==> src/design/cfd_pkg.sv <==
// shared types, constants and the crc-16 byte update for the frame deframer
// no dependencies; imported by crc16_frame_deframer_top
`default_nettype none

package cfd_pkg;

  localparam int unsigned ByteW    = 8;
  localparam int unsigned WordW    = 16;
  localparam int unsigned CountW   = 32;
  localparam int unsigned KindW    = 2;
  localparam int unsigned OutDataW = 88;

  localparam logic [ByteW-1:0]  PreambleReset = 8'h55;
  localparam logic [WordW-1:0]  CrcPoly       = 16'h1021;
  localparam logic [CountW-1:0] CountMax      = '1;

  // result kinds carried on tuser
  localparam logic [KindW-1:0] KIND_PAYLOAD = 2'd0;
  localparam logic [KindW-1:0] KIND_GOOD    = 2'd1;
  localparam logic [KindW-1:0] KIND_CRC_ERR = 2'd2;

  typedef enum logic [5:0] {
    PH_WAIT   = 6'b000001,
    PH_TYPE   = 6'b000010,
    PH_SENDER = 6'b000100,
    PH_LEN    = 6'b001000,
    PH_MSG    = 6'b010000,
    PH_CRC    = 6'b100000
  } phase_e;

  // msb-first crc-16 update, one byte
  function automatic logic [WordW-1:0] crc_byte(input logic [WordW-1:0] crc,
                                                input logic [ByteW-1:0] b);
    logic [WordW-1:0] c;
    c = crc ^ {b, 8'h00};
    for (int i = 0; i < 8; i++) begin
      if (c[WordW-1]) begin
        c = {c[WordW-2:0], 1'b0} ^ CrcPoly;
      end else begin
        c = {c[WordW-2:0], 1'b0};
      end
    end
    return c;
  endfunction

endpackage

`default_nettype wire

==> src/design/crc16_frame_deframer_top.sv <==
// crc16_frame_deframer_top: byte-serial frame parser with crc-16 check; uses cfd_pkg
// throughput: one byte per cycle; a byte is taken whenever the result register is free or drained
// output: a result is registered and shows on the output in the cycle after the byte that causes it is transferred
// the crc, field capture and phase step are all worked out combinationally between input and result reg
// reset (async, active low): waiting for preamble, all fields and the error count zero, preamble 0x55
`default_nettype none

module crc16_frame_deframer_top (
  input  wire logic        clk_i,
  input  wire logic        rst_ni,
  // configuration: preamble byte
  input  wire logic        cfg_we_i,
  input  wire logic [7:0]  cfg_wdata_i,
  // input stream
  input  wire logic        s_axis_tvalid_i,
  output logic             s_axis_tready_o,
  input  wire logic [7:0]  s_axis_tdata_i,   // rx_byte
  // result stream
  output logic             m_axis_tvalid_o,
  input  wire logic        m_axis_tready_i,
  // lsb up: payload_byte[7:0], payload_index[15:8], message_type[31:16],
  // src_id[47:32], payload_length[55:48], crc_error_count[87:56]
  output logic [87:0]      m_axis_tdata_o,
  output logic [1:0]       m_axis_tuser_o    // result_kind
);
  import cfd_pkg::*;

  // parser state
  phase_e             phase_q, phase_d;
  logic [ByteW-1:0]   cnt_q, cnt_d;         // byte count within the phase
  logic [WordW-1:0]   type_q, type_d;
  logic [WordW-1:0]   sender_q, sender_d;
  logic [ByteW-1:0]   len_q, len_d;
  logic [WordW-1:0]   crc_q, crc_d;
  logic [ByteW-1:0]   crc_lo_q, crc_lo_d;   // first (low) received crc byte
  logic [CountW-1:0]  err_cnt_q, err_cnt_d;
  logic [ByteW-1:0]   preamble_q;

  // result register
  logic                out_valid_q, out_valid_d;
  logic [OutDataW-1:0] out_data_q;
  logic [KindW-1:0]    out_kind_q;

  logic                accept;
  logic                emit;
  logic [KindW-1:0]    emit_kind;
  logic [ByteW-1:0]    emit_byte;
  logic [ByteW-1:0]    emit_idx;
  logic [WordW-1:0]    crc_next;
  logic [WordW-1:0]    crc_rx;
  logic [ByteW:0]      cnt_inc;

  // a new byte may enter while the held result is being taken
  assign s_axis_tready_o = !out_valid_q || m_axis_tready_i;
  assign accept          = s_axis_tvalid_i && s_axis_tready_o;

  assign crc_next = crc_byte(crc_q, s_axis_tdata_i);
  assign crc_rx   = {s_axis_tdata_i, crc_lo_q};
  assign cnt_inc  = {1'b0, cnt_q} + 9'd1;

  always_comb begin
    phase_d   = phase_q;
    cnt_d     = cnt_q;
    type_d    = type_q;
    sender_d  = sender_q;
    len_d     = len_q;
    crc_d     = crc_q;
    crc_lo_d  = crc_lo_q;
    err_cnt_d = err_cnt_q;
    emit      = 1'b0;
    emit_kind = KIND_PAYLOAD;
    emit_byte = '0;
    emit_idx  = '0;
    if (accept) begin
      unique case (phase_q)
        PH_WAIT: begin
          if (s_axis_tdata_i == preamble_q) begin
            cnt_d   = '0;
            crc_d   = '0;
            phase_d = PH_TYPE;
          end
        end
        PH_TYPE: begin
          crc_d = crc_next;
          if (cnt_q == '0) begin
            type_d[7:0] = s_axis_tdata_i;
            cnt_d       = 8'd1;
          end else begin
            type_d[15:8] = s_axis_tdata_i;
            cnt_d        = '0;
            phase_d      = PH_SENDER;
          end
        end
        PH_SENDER: begin
          crc_d = crc_next;
          if (cnt_q == '0) begin
            sender_d[7:0] = s_axis_tdata_i;
            cnt_d         = 8'd1;
          end else begin
            sender_d[15:8] = s_axis_tdata_i;
            cnt_d          = '0;
            phase_d        = PH_LEN;
          end
        end
        PH_LEN: begin
          crc_d   = crc_next;
          len_d   = s_axis_tdata_i;
          cnt_d   = '0;
          // zero length skips straight to the crc bytes
          phase_d = (s_axis_tdata_i == '0) ? PH_CRC : PH_MSG;
        end
        PH_MSG: begin
          crc_d     = crc_next;
          emit      = 1'b1;
          emit_kind = KIND_PAYLOAD;
          emit_byte = s_axis_tdata_i;
          emit_idx  = cnt_q;
          if (cnt_inc >= {1'b0, len_q}) begin
            cnt_d   = '0;
            phase_d = PH_CRC;
          end else begin
            cnt_d = cnt_inc[ByteW-1:0];
          end
        end
        PH_CRC: begin
          if (cnt_q == '0) begin
            crc_lo_d = s_axis_tdata_i;
            cnt_d    = 8'd1;
          end else begin
            emit    = 1'b1;
            cnt_d   = '0;
            phase_d = PH_WAIT;
            if (crc_rx == crc_q) begin
              emit_kind = KIND_GOOD;
            end else begin
              emit_kind = KIND_CRC_ERR;
              // saturating error count
              if (err_cnt_q != CountMax) begin
                err_cnt_d = err_cnt_q + 32'd1;
              end
            end
          end
        end
        default: begin
          phase_d = PH_WAIT;
        end
      endcase
    end
  end

  // result register: loads on an emitting transfer, clears once taken
  always_comb begin
    out_valid_d = out_valid_q;
    if (accept && emit) begin
      out_valid_d = 1'b1;
    end else if (m_axis_tready_i) begin
      out_valid_d = 1'b0;
    end
  end

  always_ff @(posedge clk_i or negedge rst_ni) begin
    if (!rst_ni) begin
      phase_q     <= PH_WAIT;
      cnt_q       <= '0;
      type_q      <= '0;
      sender_q    <= '0;
      len_q       <= '0;
      crc_q       <= '0;
      crc_lo_q    <= '0;
      err_cnt_q   <= '0;
      preamble_q  <= PreambleReset;
      out_valid_q <= 1'b0;
    end else begin
      phase_q     <= phase_d;
      cnt_q       <= cnt_d;
      type_q      <= type_d;
      sender_q    <= sender_d;
      len_q       <= len_d;
      crc_q       <= crc_d;
      crc_lo_q    <= crc_lo_d;
      err_cnt_q   <= err_cnt_d;
      out_valid_q <= out_valid_d;
      if (cfg_we_i) begin
        preamble_q <= cfg_wdata_i;
      end
    end
  end

  // payload of the result, no reset needed
  always_ff @(posedge clk_i) begin
    if (accept && emit) begin
      out_kind_q <= emit_kind;
      out_data_q <= {err_cnt_d, len_q, sender_q, type_q, emit_idx, emit_byte};
    end
  end

  assign m_axis_tvalid_o = out_valid_q;
  assign m_axis_tdata_o  = out_data_q;
  assign m_axis_tuser_o  = out_kind_q;

`ifndef SYNTHESIS
  // the error count only grows
  a_err_cnt_monotonic: assert property (@(posedge clk_i) disable iff (!rst_ni)
    err_cnt_q >= $past(err_cnt_q))
    else $error("crc error count decreased");

  // only the three defined kinds leave the block
  a_kind_defined: assert property (@(posedge clk_i) disable iff (!rst_ni)
    m_axis_tvalid_o |-> (m_axis_tuser_o == KIND_PAYLOAD || m_axis_tuser_o == KIND_GOOD ||
                         m_axis_tuser_o == KIND_CRC_ERR))
    else $error("undefined result kind");

  // the payload phase is never entered with a zero length
  a_msg_len_nonzero: assert property (@(posedge clk_i) disable iff (!rst_ni)
    (phase_q == PH_MSG) |-> (len_q != '0))
    else $error("payload phase with zero length");
`endif

endmodule

`default_nettype wire
==> config.mk <==
export PLATFORM = sky130hd
export DESIGN_NAME = crc16_frame_deframer_top
export DESIGN_NICKNAME = d
export VERILOG_FILES = /design/src/design/cfd_pkg.sv /design/src/design/crc16_frame_deframer_top.sv
export SDC_FILE = /design/constraint.sdc
export NUM_CORES = 1
export LEC_CHECK = 0
export ABC_AREA = 1
export ABC_CLOCK_PERIOD_IN_PS = 7300
export BUFFER_PORTS_ARGS = -buffer_cell sky130_fd_sc_hd__buf_2
export CORE_MARGIN = 4
export CORE_UTILIZATION = 25
export DETAILED_ROUTE_END_ITERATION = 10
export PLACE_DENSITY = 0.37
export RECOVER_POWER = 50
export SETUP_SLACK_MARGIN = 0.02
export SLEW_MARGIN = 20
export SYNTH_ARGS = -nofsm -noshare
export SYNTH_HDL_FRONTEND = slang
export SYNTH_SLANG_ARGS = --single-unit
==> constraint.sdc <==
create_clock -name clk_i -period 7.3 [get_ports clk_i]
set_clock_uncertainty 0.1 [all_clocks]
set_input_delay 1.46 -clock clk_i [delete_from_list [all_inputs] [get_ports clk_i]]
set_output_delay 1.46 -clock clk_i [all_outputs]
set_load 0.02 [all_outputs]
==> results of run 1 <==
## cell families after synthesis
family / Yosys count / share of synthesized area (%)
compound gates: 84 / 5.020
flops: 209 / 62.68
xor+xnor: 34 / 3.282
buf+inv: 128 / 5.558
fa+ha+maj: 11 / 1.517
simple gates: 442 / 21.94
## worst paths after layout
check	from	to	slack [ns]	cells past startpoint
max in group clk_i	m_axis_tready_i	m_axis_tdata_o[4]	2.67	6
worst min register to register	len_q[3]	m_axis_tdata_o[51]	0.34	0
worst min-delay path	len_q[3]	m_axis_tdata_o[51]	0.34	0
min in group asynchronous	rst_ni	crc_q[15]	1.48	1
worst max register to register	m_axis_tvalid_o	m_axis_tdata_o[4]	3.27	4
worst max-delay path	rst_ni	sender_q[4]	2.29	2
## Yosys cell counts (all sizes together)
cell type and n:
edfxtp 90, o21ai 62, nand3 57, nor3 7, nand4 28, o22ai 12, nor4 3, ha 11
nand3b 3, a21o 1, nand2 255, nor2b 1, clkbuf 8, a21boi 1, nor2 87, and3 1
dfstp 5, dfrtp 114, xnor2 11, a21oi 8, buf 7, xor2 23, inv 113
## power by group through the flow
stage	sequential (W)	combinational (W)	clock (W)
finish	0.00147	0.000557	0.00123
global route	0.00149	0.000653	0.00133
CTS	0.00147	0.000573	0.00128
detailed placement	0.00150	0.000569	0
global placement	0.00149	0.000565	0
floorplan	0.00147	0.000414	0
## through the flow
| step | util, % | worst slack (ns) |
|---|---|---|
| CTS | 30.83 | 2.950 |
| detailed placement | 28.52 | 2.380 |
| floorplan | - | 2.557 |
| finish | 30.49 | 2.290 |
| global route | 30.49 | 1.415 |
| global placement | 28.52 | 2.521 |
## area by class of cell
| type | instances | area [um^2] | area share (%) |
|---|---|---|---|
| multi-input combinational | 571 | 2889 | 26.57 |
| sequential | 209 | 5687 | 52.31 |
| timing repair buffer | 116 | 471.7 | 4.339 |
| clock inverter | 16 | 130.1 | 1.197 |
| tap | 461 | 576.8 | 5.306 |
| clock buffer | 32 | 693.2 | 6.376 |
| inverter | 113 | 424.2 | 3.901 |
## state kept, by name, summed over array words and instances, names as in the netlist, 2 cells and up
signal	cells
type_q	16
len_q	8
preamble_q	8
sender_q	16
crc_q	16
err_cnt_q	32
cnt_q	8
m_axis_tdata_o	88
crc_lo_q	8
phase_q	6
m_axis_tuser_o	2
## layer usage
metal,vias up,routed length [um],share of wire (%)
li1,3229,-,-
met1,2978,11630,48
met2,117,10910,45
met3,29,1091,4.5
met4,0,365,1.5
met5,-,0,0
==> impl_metrics.prom, run 1 <==
# TYPE chip_impl_metric gauge
chip_impl_info{name="status",value="finished with violations"} 1
chip_impl_info{name="failed_checks",value="capacitance limit, slew limit"} 1
chip_impl_metric{name="overflow",unit=""} 0
chip_impl_metric{name="routabilityCongestion",unit=""} 0.7640
chip_impl_metric{name="tritoncts_num_sinks",unit=""} 209
chip_impl_info{name="cpMostUsedCell",value="clkbuf_1"} 1
chip_impl_metric{name="clk_latency_worst_skew_pair",unit="ns"} 0.53
chip_impl_metric{name="portion_of_synthesized_cell_area_occupied_by_the_leading_cell_type",unit="%"} 31.44
chip_impl_info{name="most-common-layout-cells",value="nand2_1 (248), dfrtp_1 (114), inv_1 (98)"} 1
chip_impl_metric{name="detail_route.wl_per_cell",unit="um"} 15.81
chip_impl_info{name="synth_top_cells_by_area",value="dfrtp_1 (31%), edfxtp_1 (30%), nand2_1 (10%)"} 1
chip_impl_info{name="crit_type",value="in2async"} 1
chip_impl_metric{name="h-tree-depth",unit=""} 1
chip_impl_metric{name="core_area",unit="um^2"} 35660
chip_impl_metric{name="fmax",unit="MHz"} 199.6
chip_impl_metric{name="ys_types",unit=""} 37
chip_impl_metric{name="number_of_standard_cell_rows_in_the_floorplan",unit=""} 69
chip_impl_metric{name="num_antenna_cells",unit=""} 0
chip_impl_metric{name="worst_hold_slack",unit="ns"} 0.3375
chip_impl_metric{name="final_cells",unit=""} 1518
chip_impl_metric{name="hold_violations",unit=""} 0
chip_impl_info{name="crit_path_top_delay_cell",value="clkbuf_1"} 1
chip_impl_metric{name="report.power.total",unit="W"} 0.003256
chip_impl_metric{name="synth-seq-cells",unit=""} 209
chip_impl_metric{name="layout_worst_path_cycle_share",unit="%"} 68.62
chip_impl_metric{name="die-area",unit="um^2"} 39400
chip_impl_info{name="path_cells",value="clkbuf_1 > clkbuf_1"} 1
chip_impl_metric{name="fin_setup_tns",unit="ns"} 0
chip_impl_metric{name="power.clock.fraction",unit="%"} 37.7
chip_impl_metric{name="grt_use_met2",unit="%"} 19.88
chip_impl_metric{name="power_frac_comb",unit="%"} 17.1
chip_impl_metric{name="cts_post_setup_buffers_inserted",unit=""} 0
chip_impl_metric{name="postRouteAntennaNets",unit=""} 0
chip_impl_info{name="worstSetupStartpointType",value="input port"} 1
chip_impl_metric{name="synth-seq-area-share",unit="%"} 62.68
chip_impl_metric{name="intPower",unit="W"} 0.002290
chip_impl_metric{name="mappedNetlistNets",unit=""} 940
chip_impl_metric{name="first_pass_grt_wire_length",unit="um"} 38070
chip_impl_metric{name="top_level_ports",unit=""} 113
chip_impl_metric{name="cts.hold.buffers_added",unit=""} 0
chip_impl_metric{name="die_w",unit="um"} 198.5
chip_impl_info{name="setup_repair_after_global_routing_missed_its_margin",value="false"} 1
chip_impl_metric{name="number_of_buffers_added_by_the_clock_tree_synthesis_step",unit=""} 26
chip_impl_metric{name="total_standard_cell_area_after_synthesis",unit="um^2"} 9072
chip_impl_metric{name="area_delta_synth_final",unit="%"} 19.83
chip_impl_metric{name="groute.usage.overall",unit="%"} 12.19
chip_impl_metric{name="cp_slowest_stage_delay",unit="ns"} 1.94
chip_impl_metric{name="clock_tree.buffer_depth",unit=""} 3
chip_impl_metric{name="worst_ir_drop_vdd",unit="mV"} 0.1633
chip_impl_metric{name="power_per_cell_area",unit="nW/um^2"} 299.5
chip_impl_info{name="clock_tree_from_tritoncts",value="yes"} 1
chip_impl_metric{name="route.detailed.drc",unit=""} 0
chip_impl_metric{name="path_buf_inv",unit=""} 2
chip_impl_metric{name="switching_power_summed_over_all_nets",unit="W"} 0.0009667
chip_impl_metric{name="die_h",unit="um"} 198.5
chip_impl_metric{name="synth-warning-count",unit=""} 0
chip_impl_metric{name="initialDrtViolationCount",unit=""} 315
chip_impl_metric{name="cts_resized",unit=""} 0
chip_impl_metric{name="static-leakage-power",unit="nW"} 4.814
chip_impl_metric{name="worst-endpoint-required",unit="ns"} 7.28
chip_impl_metric{name="place_area",unit="um^2"} 10170
chip_impl_metric{name="worst-endpoint-arrival",unit="ns"} 4.99
chip_impl_metric{name="number_of_instances_in_the_synthesized_netlist",unit=""} 908
chip_impl_info{name="endpoint_kind",value="asynchronous set/reset pin"} 1
chip_impl_metric{name="finalCriticalPeriod",unit="ns"} 5.010
chip_impl_metric{name="antenna_violations_before_repair",unit=""} 0
chip_impl_metric{name="port-buffer-count",unit=""} 112
chip_impl_metric{name="timing.max_cap.violations",unit=""} 3
chip_impl_metric{name="vias",unit=""} 6353
chip_impl_metric{name="maxSlewViolCount",unit=""} 124
chip_impl_metric{name="nNetsFinal",unit=""} 1069
chip_impl_metric{name="setup_violations",unit=""} 0
chip_impl_metric{name="groute.layer.met1.usage",unit="%"} 17.30
chip_impl_info{name="hold_path.class",value="reg2reg"} 1
chip_impl_metric{name="part_of_the_power_in_registers",unit="%"} 45.2
chip_impl_metric{name="placedCellCount",unit=""} 1470
chip_impl_metric{name="finalWirelength",unit="um"} 24000
chip_impl_metric{name="slew_headroom",unit="%"} -71.96
chip_impl_metric{name="drt_pass1_iterations",unit=""} 5
chip_impl_info{name="ctsRootBufferMaster",value="clkbuf_16"} 1
chip_impl_metric{name="post_drt_via_cell_ratio",unit=""} 4.185
chip_impl_info{name="synth_top_cell_by_area",value="dfrtp_1"} 1
chip_impl_metric{name="syn_avg_cell_area",unit="um^2"} 9.992
chip_impl_metric{name="hpwl",unit="um"} 17020
chip_impl_metric{name="met3_usage",unit="%"} 1.965
chip_impl_metric{name="worst-slew-pin-transition",unit="ns"} 2.579
chip_impl_info{name="layout.cells.most_common",value="nand2_1"} 1
chip_impl_metric{name="final_layout_size_suffix_gt1_share",unit="%"} 11.35
chip_impl_metric{name="final_design_area_no_fill",unit="um^2"} 10870
chip_impl_info{name="busiest_layer",value="met2"} 1
chip_impl_metric{name="clk_pin_slew",unit="ns"} 0.06
chip_impl_metric{name="largest_fanout_of_any_net_on_the_critical_path",unit=""} 45
chip_impl_metric{name="first_global_vias",unit=""} 6570
chip_impl_metric{name="filler_cell_count",unit=""} 3767
chip_impl_metric{name="swShare",unit="%"} 29.69
chip_impl_info{name="cpLargestDelayFamily",value="buffers and inverters"} 1
chip_impl_metric{name="start_util",unit="%"} 25.44
chip_impl_metric{name="grt_start_max_net_pins",unit=""} 69
(Power assumes the default switching activity.)
==> run 2: changes to the inputs <==
- ABC_AREA: 1 -> 0
- ABC_CLOCK_PERIOD_IN_PS: 7300 -> 4500
- PLACE_DENSITY: 0.37 -> 0.38
- clock period: 7.3 -> 4.5 ns (I/O delays scaled with it)
==> run 2 against run 1 <==
The run still ends with capacitance limit, slew limit left. Cell area is 2.5% lower. Hold slack better by 0.0057 ns. Final cell count is 18% lower. Clock power is 52% higher. Sequential share of layout area grew 1.3 points. Routed wire length down 4.6%. Synthesized cell count decreased by 28%. Area after synthesis shrank 2.3%. Largest cell class unchanged. Largest power group unchanged.
==> impl_metrics.prom, run 2 <==
# TYPE chip_impl_metric gauge
chip_impl_metric{name="power.clock.fraction",unit="%"} 34.5
chip_impl_metric{name="worst-endpoint-arrival",unit="ns"} 3.76
chip_impl_metric{name="number_of_instances_in_the_synthesized_netlist",unit=""} 650
chip_impl_metric{name="worst-endpoint-required",unit="ns"} 4.81
chip_impl_metric{name="mappedNetlistNets",unit=""} 682
chip_impl_metric{name="antenna_violations_before_repair",unit=""} 1
chip_impl_metric{name="filler_cell_count",unit=""} 3534
chip_impl_metric{name="synth-seq-area-share",unit="%"} 64.18
chip_impl_metric{name="largest_register_ff_count",unit=""} 88
chip_impl_metric{name="finalWirelength",unit="um"} 22900
chip_impl_metric{name="postRouteAntennaNets",unit=""} 0
chip_impl_metric{name="place_ws",unit="ns"} 0.7058
chip_impl_info{name="worstSetupStartpointType",value="flip-flop"} 1
chip_impl_info{name="synth_top_cells_by_area",value="dfrtp_1 (32%), edfxtp_1 (30%), mux2_2 (7.9%)"} 1
chip_impl_metric{name="grt_start_max_net_pins",unit=""} 66
chip_impl_metric{name="async_reset_ff_share",unit="%"} 56.94
chip_impl_metric{name="synth-warning-count",unit=""} 0
chip_impl_info{name="clock_tree_from_tritoncts",value="yes"} 1
chip_impl_metric{name="finalCriticalPeriod",unit="ns"} 3.455
chip_impl_metric{name="total_standard_cell_area_after_synthesis",unit="um^2"} 8861
chip_impl_metric{name="num_antenna_cells",unit=""} 0
chip_impl_metric{name="drt_pass1_iterations",unit=""} 5
chip_impl_info{name="status",value="finished with violations"} 1
chip_impl_metric{name="core_area",unit="um^2"} 34710
chip_impl_info{name="synth_flop_cell",value="dfrtp_1"} 1
chip_impl_info{name="synth_top_cell_by_area",value="dfrtp_1"} 1
chip_impl_metric{name="clk_pin_slew",unit="ns"} 0.06
chip_impl_info{name="crit_type",value="reg2reg"} 1
chip_impl_info{name="failed_checks",value="capacitance limit, slew limit"} 1
chip_impl_metric{name="fmax",unit="MHz"} 289.5
chip_impl_metric{name="die_h",unit="um"} 196.3
chip_impl_metric{name="hold_violations",unit=""} 0
chip_impl_metric{name="fin_ws",unit="ns"} 1.045
chip_impl_metric{name="swShare",unit="%"} 28.20
chip_impl_metric{name="worst-slew-pin-transition",unit="ns"} 1.730
chip_impl_metric{name="fin_setup_tns",unit="ns"} 0
chip_impl_metric{name="top_level_ports",unit=""} 113
chip_impl_metric{name="post_drt_via_cell_ratio",unit=""} 4.415
chip_impl_metric{name="number_of_standard_cell_rows_in_the_floorplan",unit=""} 68
chip_impl_metric{name="slew_headroom",unit="%"} -15.33
chip_impl_info{name="crit_path_top_delay_cell",value="or4_1"} 1
chip_impl_metric{name="finish.utilization",unit="%"} 30.54
chip_impl_metric{name="hpwl",unit="um"} 16030
chip_impl_info{name="synth.cells.most_frequent",value="dfrtp_1 (114), edfxtp_1 (90), mux2_2 (62), xnor2_1 (58), nand2_1 (36)"} 1
chip_impl_info{name="hold_path.class",value="reg2reg"} 1
chip_impl_metric{name="cts.hold.buffers_added",unit=""} 0
chip_impl_metric{name="layout_worst_path_cycle_share",unit="%"} 76.77
chip_impl_info{name="endpoint_kind",value="flip-flop"} 1
chip_impl_metric{name="ys_types",unit=""} 50
chip_impl_metric{name="area_delta_synth_final",unit="%"} 19.66
chip_impl_metric{name="start_util",unit="%"} 25.53
chip_impl_metric{name="tritoncts_num_sinks",unit=""} 209
chip_impl_metric{name="h-tree-depth",unit=""} 1
chip_impl_metric{name="number_of_buffers_added_by_the_clock_tree_synthesis_step",unit=""} 25
chip_impl_metric{name="timing.max_cap.violations",unit=""} 1
chip_impl_metric{name="worst_ir_drop_vdd",unit="mV"} 0.2431
chip_impl_metric{name="syn_avg_cell_area",unit="um^2"} 13.63
chip_impl_metric{name="overflow",unit=""} 0
chip_impl_metric{name="part_of_the_power_in_registers",unit="%"} 46.5
chip_impl_metric{name="first_pass_grt_wire_length",unit="um"} 35890
chip_impl_metric{name="clock_tree.buffer_depth",unit=""} 3
chip_impl_metric{name="power_per_cell_area",unit="nW/um^2"} 511.3
chip_impl_info{name="ctsRootBufferMaster",value="clkbuf_16"} 1
chip_impl_metric{name="final_layout_size_suffix_gt1_share",unit="%"} 21.42
chip_impl_metric{name="setup_violations",unit=""} 0
chip_impl_metric{name="vias",unit=""} 5492
chip_impl_metric{name="report.power.total",unit="W"} 0.005421
chip_impl_metric{name="detail_route.wl_per_cell",unit="um"} 18.41
chip_impl_metric{name="port-buffer-count",unit=""} 112
chip_impl_metric{name="die-area",unit="um^2"} 38520
chip_impl_metric{name="power_frac_comb",unit="%"} 19.0
chip_impl_metric{name="cp_slowest_stage_delay",unit="ns"} 0.69
chip_impl_metric{name="largest_fanout_of_any_net_on_the_critical_path",unit=""} 10
chip_impl_metric{name="cts_post_setup_buffers_inserted",unit=""} 0
chip_impl_info{name="setup_repair_after_global_routing_missed_its_margin",value="false"} 1
chip_impl_metric{name="initialDrtViolationCount",unit=""} 488
chip_impl_info{name="path_cells",value="and2_1 > nand4_1 > nor2_1 > xor2_1 > ha_1 > a21oi_1 > o21ai_0 > or4_1 > nand3b_2 > mux2_2"} 1
chip_impl_info{name="most-common-layout-cells",value="dfrtp_1 (114), edfxtp_1 (90), clkbuf_1 (74)"} 1
chip_impl_metric{name="cts_resized",unit=""} 0
chip_impl_metric{name="routabilityCongestion",unit=""} 0.8329
chip_impl_info{name="cpLargestDelayFamily",value="simple AND/OR/NAND/NOR gates"} 1
chip_impl_info{name="synth.most_common_cell",value="dfrtp_1"} 1
chip_impl_metric{name="synth-seq-cells",unit=""} 209
chip_impl_metric{name="clk_latency_worst_skew_pair",unit="ns"} 0.52
chip_impl_metric{name="portion_of_synthesized_cell_area_occupied_by_the_leading_cell_type",unit="%"} 32.19
chip_impl_metric{name="route.detailed.drc",unit=""} 0
chip_impl_metric{name="maxSlewViolCount",unit=""} 66
chip_impl_info{name="layout.cells.most_common",value="dfrtp_1"} 1
chip_impl_metric{name="intPower",unit="W"} 0.003892
chip_impl_metric{name="path_buf_inv",unit=""} 0
chip_impl_metric{name="first_global_vias",unit=""} 5851
chip_impl_metric{name="groute.usage.overall",unit="%"} 11.79
chip_impl_metric{name="synth_edf_count",unit=""} 90
chip_impl_metric{name="switching_power_summed_over_all_nets",unit="W"} 0.001529
chip_impl_metric{name="static-leakage-power",unit="nW"} 4.222
chip_impl_metric{name="die_w",unit="um"} 196.3
chip_impl_metric{name="nNetsFinal",unit=""} 802
-- run 2: changes by cell type in the layout (fill, tap and decap cells not counted), moves of 24 or more --
cell	change
nand2_1	-213
inv_1	-78
mux2_2	+62
xnor2_1	+47
o21ai_0	-45
nor2_1	-39
nand3_1	-31
buf_2	+24
-- run 2: final cells by class --
class	instances	area [um^2]	area share, %
tap	455	569.3	5.369
timing repair buffer	123	560.5	5.287
clock inverter	14	96.34	0.9087
inverter	20	75.07	0.7080
clock buffer	32	661.9	6.243
sequential	209	5687	53.63
multi-input combinational	391	2953	27.85
-- run 2: kinds of logic after synthesis --
family,share of synthesized area [%]
AO/OA/AOI/OAI,3.558
AND/OR/NAND/NOR,11.68
adder cells (fa/ha/maj),1.553
XOR/XNOR,8.105
buffers and inverters,2.584
multiplexers,8.345
flip-flops,64.18
-- run 2: per-stage QoR --
step / hold slack (ns) / instances / cell area, um^2
after floorplan: 0.3211 / 650 / 8861
after detailed placement: 0.3313 / 1198 / 9942
after global routing: 0.3507 / 1244 / 10600
final: 0.3432 / 1244 / 10600
after global placement: 0.3281 / 1198 / 9942
after CTS: 0.3378 / 1244 / 10700
-- run 2: worst register-to-register path: stages, from the launching register on --
cell and delay [ns]:
dfrtp_1 0.47, and2_1 0.23, nand4_1 0.22, nor2_1 0.21, xor2_1 0.20, ha_1 0.28
a21oi_1 0.17, o21ai_0 0.11, or4_1 0.69, nand3b_2 0.32, mux2_2 0.37
-- run 2: layer usage --
metal	global-route usage [%]	routed length [um]
met1	15.98	10340
met2	19.51	10920
met3	2.198	1067
met4	3.026	563
met5	0	0
-- run 2: worst paths after layout --
| path | endpoint | depth (start not counted) | slack [ns] | from |
|---|---|---|---|---|
| setup / recovery | phase_q[4] | 10 | 1.05 | cnt_q[2] |
| hold / removal | m_axis_tdata_o[37] | 0 | 0.34 | sender_q[5] |
| setup reg to reg | phase_q[4] | 10 | 1.05 | cnt_q[2] |
| hold reg to reg | m_axis_tdata_o[37] | 0 | 0.34 | sender_q[5] |
| max in group asynchronous | preamble_q[5] | 2 | 1.64 | rst_ni |
| min in group asynchronous | type_q[14] | 1 | 0.73 | rst_ni |
-- run 2: power by group through the flow --
stage,clock network (W),logic (W),registers (W)
2_1_floorplan,0,0.000839,0.00247
3_3_place_gp,0,0.00103,0.00255
3_5_place_dp,0,0.00105,0.00256
4_1_cts,0.00195,0.00105,0.00253
5_1_grt,0.00203,0.00115,0.00256
6_report,0.00187,0.00103,0.00252
==> run 3: changes to the inputs <==
- ABC_CLOCK_PERIOD_IN_PS: 4500 -> 3280
- PLACE_DENSITY: 0.38 -> 0.37
- clock period: 4.5 -> 3.28 ns (I/O delays scaled with it)
==> run 3 against run 2 <==
The flow still finishes with violations (capacitance limit, slew limit). Non-clock buffer count rose by 22. Sequential power up 37%. Critical path depth unchanged. Sequential share of layout area is 1.1 points lower. Clock power rose by 40%. Hold slack worse by 0.075 ns. Via count increased by 0.16%. Critical endpoint unchanged.
==> impl_metrics.prom, run 3 (same netlist as run 2, synthesis figures left out) <==
# TYPE chip_impl_metric gauge
chip_impl_metric{name="power_frac_comb",unit="%"} 19.7
chip_impl_metric{name="power_per_cell_area",unit="nW/um^2"} 697.0
chip_impl_info{name="layout.cells.most_common",value="dfrtp_1"} 1
chip_impl_metric{name="post_drt_via_cell_ratio",unit=""} 4.352
chip_impl_metric{name="setup_violations",unit=""} 0
chip_impl_metric{name="power.clock.fraction",unit="%"} 34.7
chip_impl_metric{name="layout_worst_path_cycle_share",unit="%"} 91.19
chip_impl_metric{name="clk_latency_worst_skew_pair",unit="ns"} 0.52
chip_impl_metric{name="hold_violations",unit=""} 0
chip_impl_metric{name="vias",unit=""} 5501
chip_impl_metric{name="switching_power_summed_over_all_nets",unit="W"} 0.002079
chip_impl_metric{name="rrSetupSlack",unit="ns"} 0.29
chip_impl_metric{name="die-area",unit="um^2"} 38520
chip_impl_metric{name="grt_start_max_net_pins",unit=""} 64
chip_impl_metric{name="initialDrtViolationCount",unit=""} 370
chip_impl_info{name="crit_type",value="reg2reg"} 1
chip_impl_metric{name="area_delta_synth_final",unit="%"} 22.21
chip_impl_metric{name="h-tree-depth",unit=""} 1
chip_impl_metric{name="fmax",unit="MHz"} 334.3
chip_impl_metric{name="clock_tree.buffer_depth",unit=""} 3
chip_impl_metric{name="route.detailed.drc",unit=""} 0
chip_impl_metric{name="number_of_buffers_added_by_the_clock_tree_synthesis_step",unit=""} 24
chip_impl_metric{name="start_util",unit="%"} 25.53
chip_impl_metric{name="finish.utilization",unit="%"} 31.20
chip_impl_metric{name="final_cells",unit=""} 1264
chip_impl_metric{name="timing.max_cap.violations",unit=""} 1
chip_impl_metric{name="top_level_ports",unit=""} 113
chip_impl_metric{name="port-buffer-count",unit=""} 112
chip_impl_info{name="most-common-layout-cells",value="dfrtp_1 (114), edfxtp_1 (90), clkbuf_1 (82)"} 1
chip_impl_metric{name="die_w",unit="um"} 196.3
chip_impl_metric{name="place_area",unit="um^2"} 10160
chip_impl_metric{name="maxSlewViolCount",unit=""} 64
chip_impl_info{name="status",value="finished with violations"} 1
chip_impl_metric{name="largest_fanout_of_any_net_on_the_critical_path",unit=""} 10
chip_impl_metric{name="worst-endpoint-arrival",unit="ns"} 3.29
chip_impl_info{name="ctsRootBufferMaster",value="clkbuf_16"} 1
chip_impl_metric{name="part_of_the_power_in_registers",unit="%"} 45.6
chip_impl_metric{name="nNetsFinal",unit=""} 823
chip_impl_info{name="clock_tree_from_tritoncts",value="yes"} 1
chip_impl_metric{name="cp_slowest_stage_delay",unit="ns"} 0.57
chip_impl_metric{name="fin_ws",unit="ns"} 0.2890
chip_impl_metric{name="intPower",unit="W"} 0.005469
chip_impl_metric{name="overflow",unit=""} 0
chip_impl_metric{name="finalCriticalPeriod",unit="ns"} 2.991
chip_impl_metric{name="worst-endpoint-required",unit="ns"} 3.58
chip_impl_metric{name="number_of_standard_cell_rows_in_the_floorplan",unit=""} 68
chip_impl_metric{name="drt_pass1_iterations",unit=""} 4
chip_impl_info{name="setup_repair_after_global_routing_missed_its_margin",value="false"} 1
chip_impl_metric{name="first_pass_grt_wire_length",unit="um"} 35020
chip_impl_info{name="hold_path.class",value="in2reg"} 1
chip_impl_metric{name="finalWirelength",unit="um"} 22530
chip_impl_metric{name="placedCellCount",unit=""} 1220
chip_impl_metric{name="final_design_area_no_fill",unit="um^2"} 10830
chip_impl_metric{name="detail_route.wl_per_cell",unit="um"} 17.82
chip_impl_metric{name="clk_pin_slew",unit="ns"} 0.06
chip_impl_metric{name="worst_ir_drop_vdd",unit="mV"} 0.3709
chip_impl_metric{name="first_global_vias",unit=""} 5814
chip_impl_info{name="endpoint_kind",value="flip-flop"} 1
chip_impl_metric{name="postRouteAntennaNets",unit=""} 0
chip_impl_metric{name="groute.usage.overall",unit="%"} 11.46
chip_impl_info{name="path_cells",value="and2_1 > nand4_1 > nor2_1 > xor2_1 > ha_1 > a21oi_1 > o21ai_0 > or4_4 > nand3b_2 > mux2_2"} 1
chip_impl_info{name="crit_path_top_delay_cell",value="or4_4"} 1
chip_impl_metric{name="final_layout_size_suffix_gt1_share",unit="%"} 22.99
chip_impl_metric{name="swShare",unit="%"} 27.55
chip_impl_metric{name="num_antenna_cells",unit=""} 0
chip_impl_metric{name="worst-slew-pin-transition",unit="ns"} 1.649
chip_impl_metric{name="routabilityCongestion",unit=""} 0.7744
chip_impl_metric{name="place_ws",unit="ns"} 0.1560
chip_impl_metric{name="largest_register_ff_count",unit=""} 88
chip_impl_metric{name="fin_setup_tns",unit="ns"} 0
chip_impl_metric{name="static-leakage-power",unit="nW"} 4.335
chip_impl_info{name="worstSetupStartpointType",value="flip-flop"} 1
chip_impl_metric{name="hpwl",unit="um"} 16070
chip_impl_metric{name="core_area",unit="um^2"} 34710
chip_impl_metric{name="die_h",unit="um"} 196.3
chip_impl_metric{name="tritoncts_num_sinks",unit=""} 209
chip_impl_info{name="failed_checks",value="capacitance limit, slew limit"} 1
chip_impl_metric{name="slew_headroom",unit="%"} -9.932
chip_impl_metric{name="antenna_violations_before_repair",unit=""} 0
run 3: cell count changes in the layout (fill, tap and decap cells not counted), sizes merged:
cell / delta
buf: +13
clkinv: -6
inv: -1
clkinvlp: +1
clkbuf: +13
run 3: repair_timing:
action	in CTS	in global routing
endpoints found under the setup margin	0	10
hold buffers	0	0
setup buffers	0	0
resized for setup	0	1
run 3: path summary, 6_finish.rpt:
| kind | from | to | cells after the start |
|---|---|---|---|
| hold / removal | cfg_wdata_i[4] | preamble_q[4] | 2 |
| setup / recovery | cnt_q[3] | phase_q[4] | 10 |
| max in group asynchronous | rst_ni | err_cnt_q[7] | 2 |
| hold reg to reg | sender_q[0] | m_axis_tdata_o[32] | 0 |
| setup reg to reg | cnt_q[3] | phase_q[4] | 10 |
| min in group asynchronous | rst_ni | preamble_q[1] | 1 |
run 3: area by class of cell:
cell class | count | area [um^2]
Timing Repair Buffer | 145 | 755.7
Multi-Input combinational cell | 391 | 2957
Tap cell | 455 | 569.3
Clock inverter | 8 | 80.08
Clock buffer | 36 | 705.7
Fill cell | 3576 | 23880
Inverter | 20 | 75.07
Sequential cell | 209 | 5687
run 3: power by group through the flow:
stage | Sequential (W) | Clock, W | Combinational, W
CTS | 0.00345 | 0.00273 | 0.00152
global placement | 0.00348 | 0 | 0.00151
finish | 0.00344 | 0.00262 | 0.00149
global route | 0.00349 | 0.00283 | 0.00167
detailed placement | 0.00350 | 0 | 0.00151
floorplan | 0.00338 | 0 | 0.00115
run 3: critical path, delay by kind of cell, from the launching register on:
kind | cells | cell delay (ns)
fa+ha+maj | 1 | 0.28
flops | 1 | 0.44
simple gates | 5 | 1.23
xor+xnor | 1 | 0.21
compound gates | 2 | 0.26
mux | 1 | 0.35
run 3: routing by layer:
| metal | vias to the layer above | part of all wire, % | track usage [%] |
|---|---|---|---|
| met5 | - | 0 | 0 |
| li1 | 2605 | - | - |
| met3 | 35 | 5.2 | 2.026 |
| met4 | 0 | 2.2 | 2.845 |
| met1 | 2724 | 45 | 15.88 |
| met2 | 137 | 47 | 18.70 |
run 3: through the flow:
step                power (W)  hold slack (ns)
detailed placement   0.005011           0.3284
global route         0.007992           0.2439
global placement     0.004990           0.3323
floorplan            0.004533           0.2604
finish               0.007548           0.2687
CTS                  0.007699           0.1649
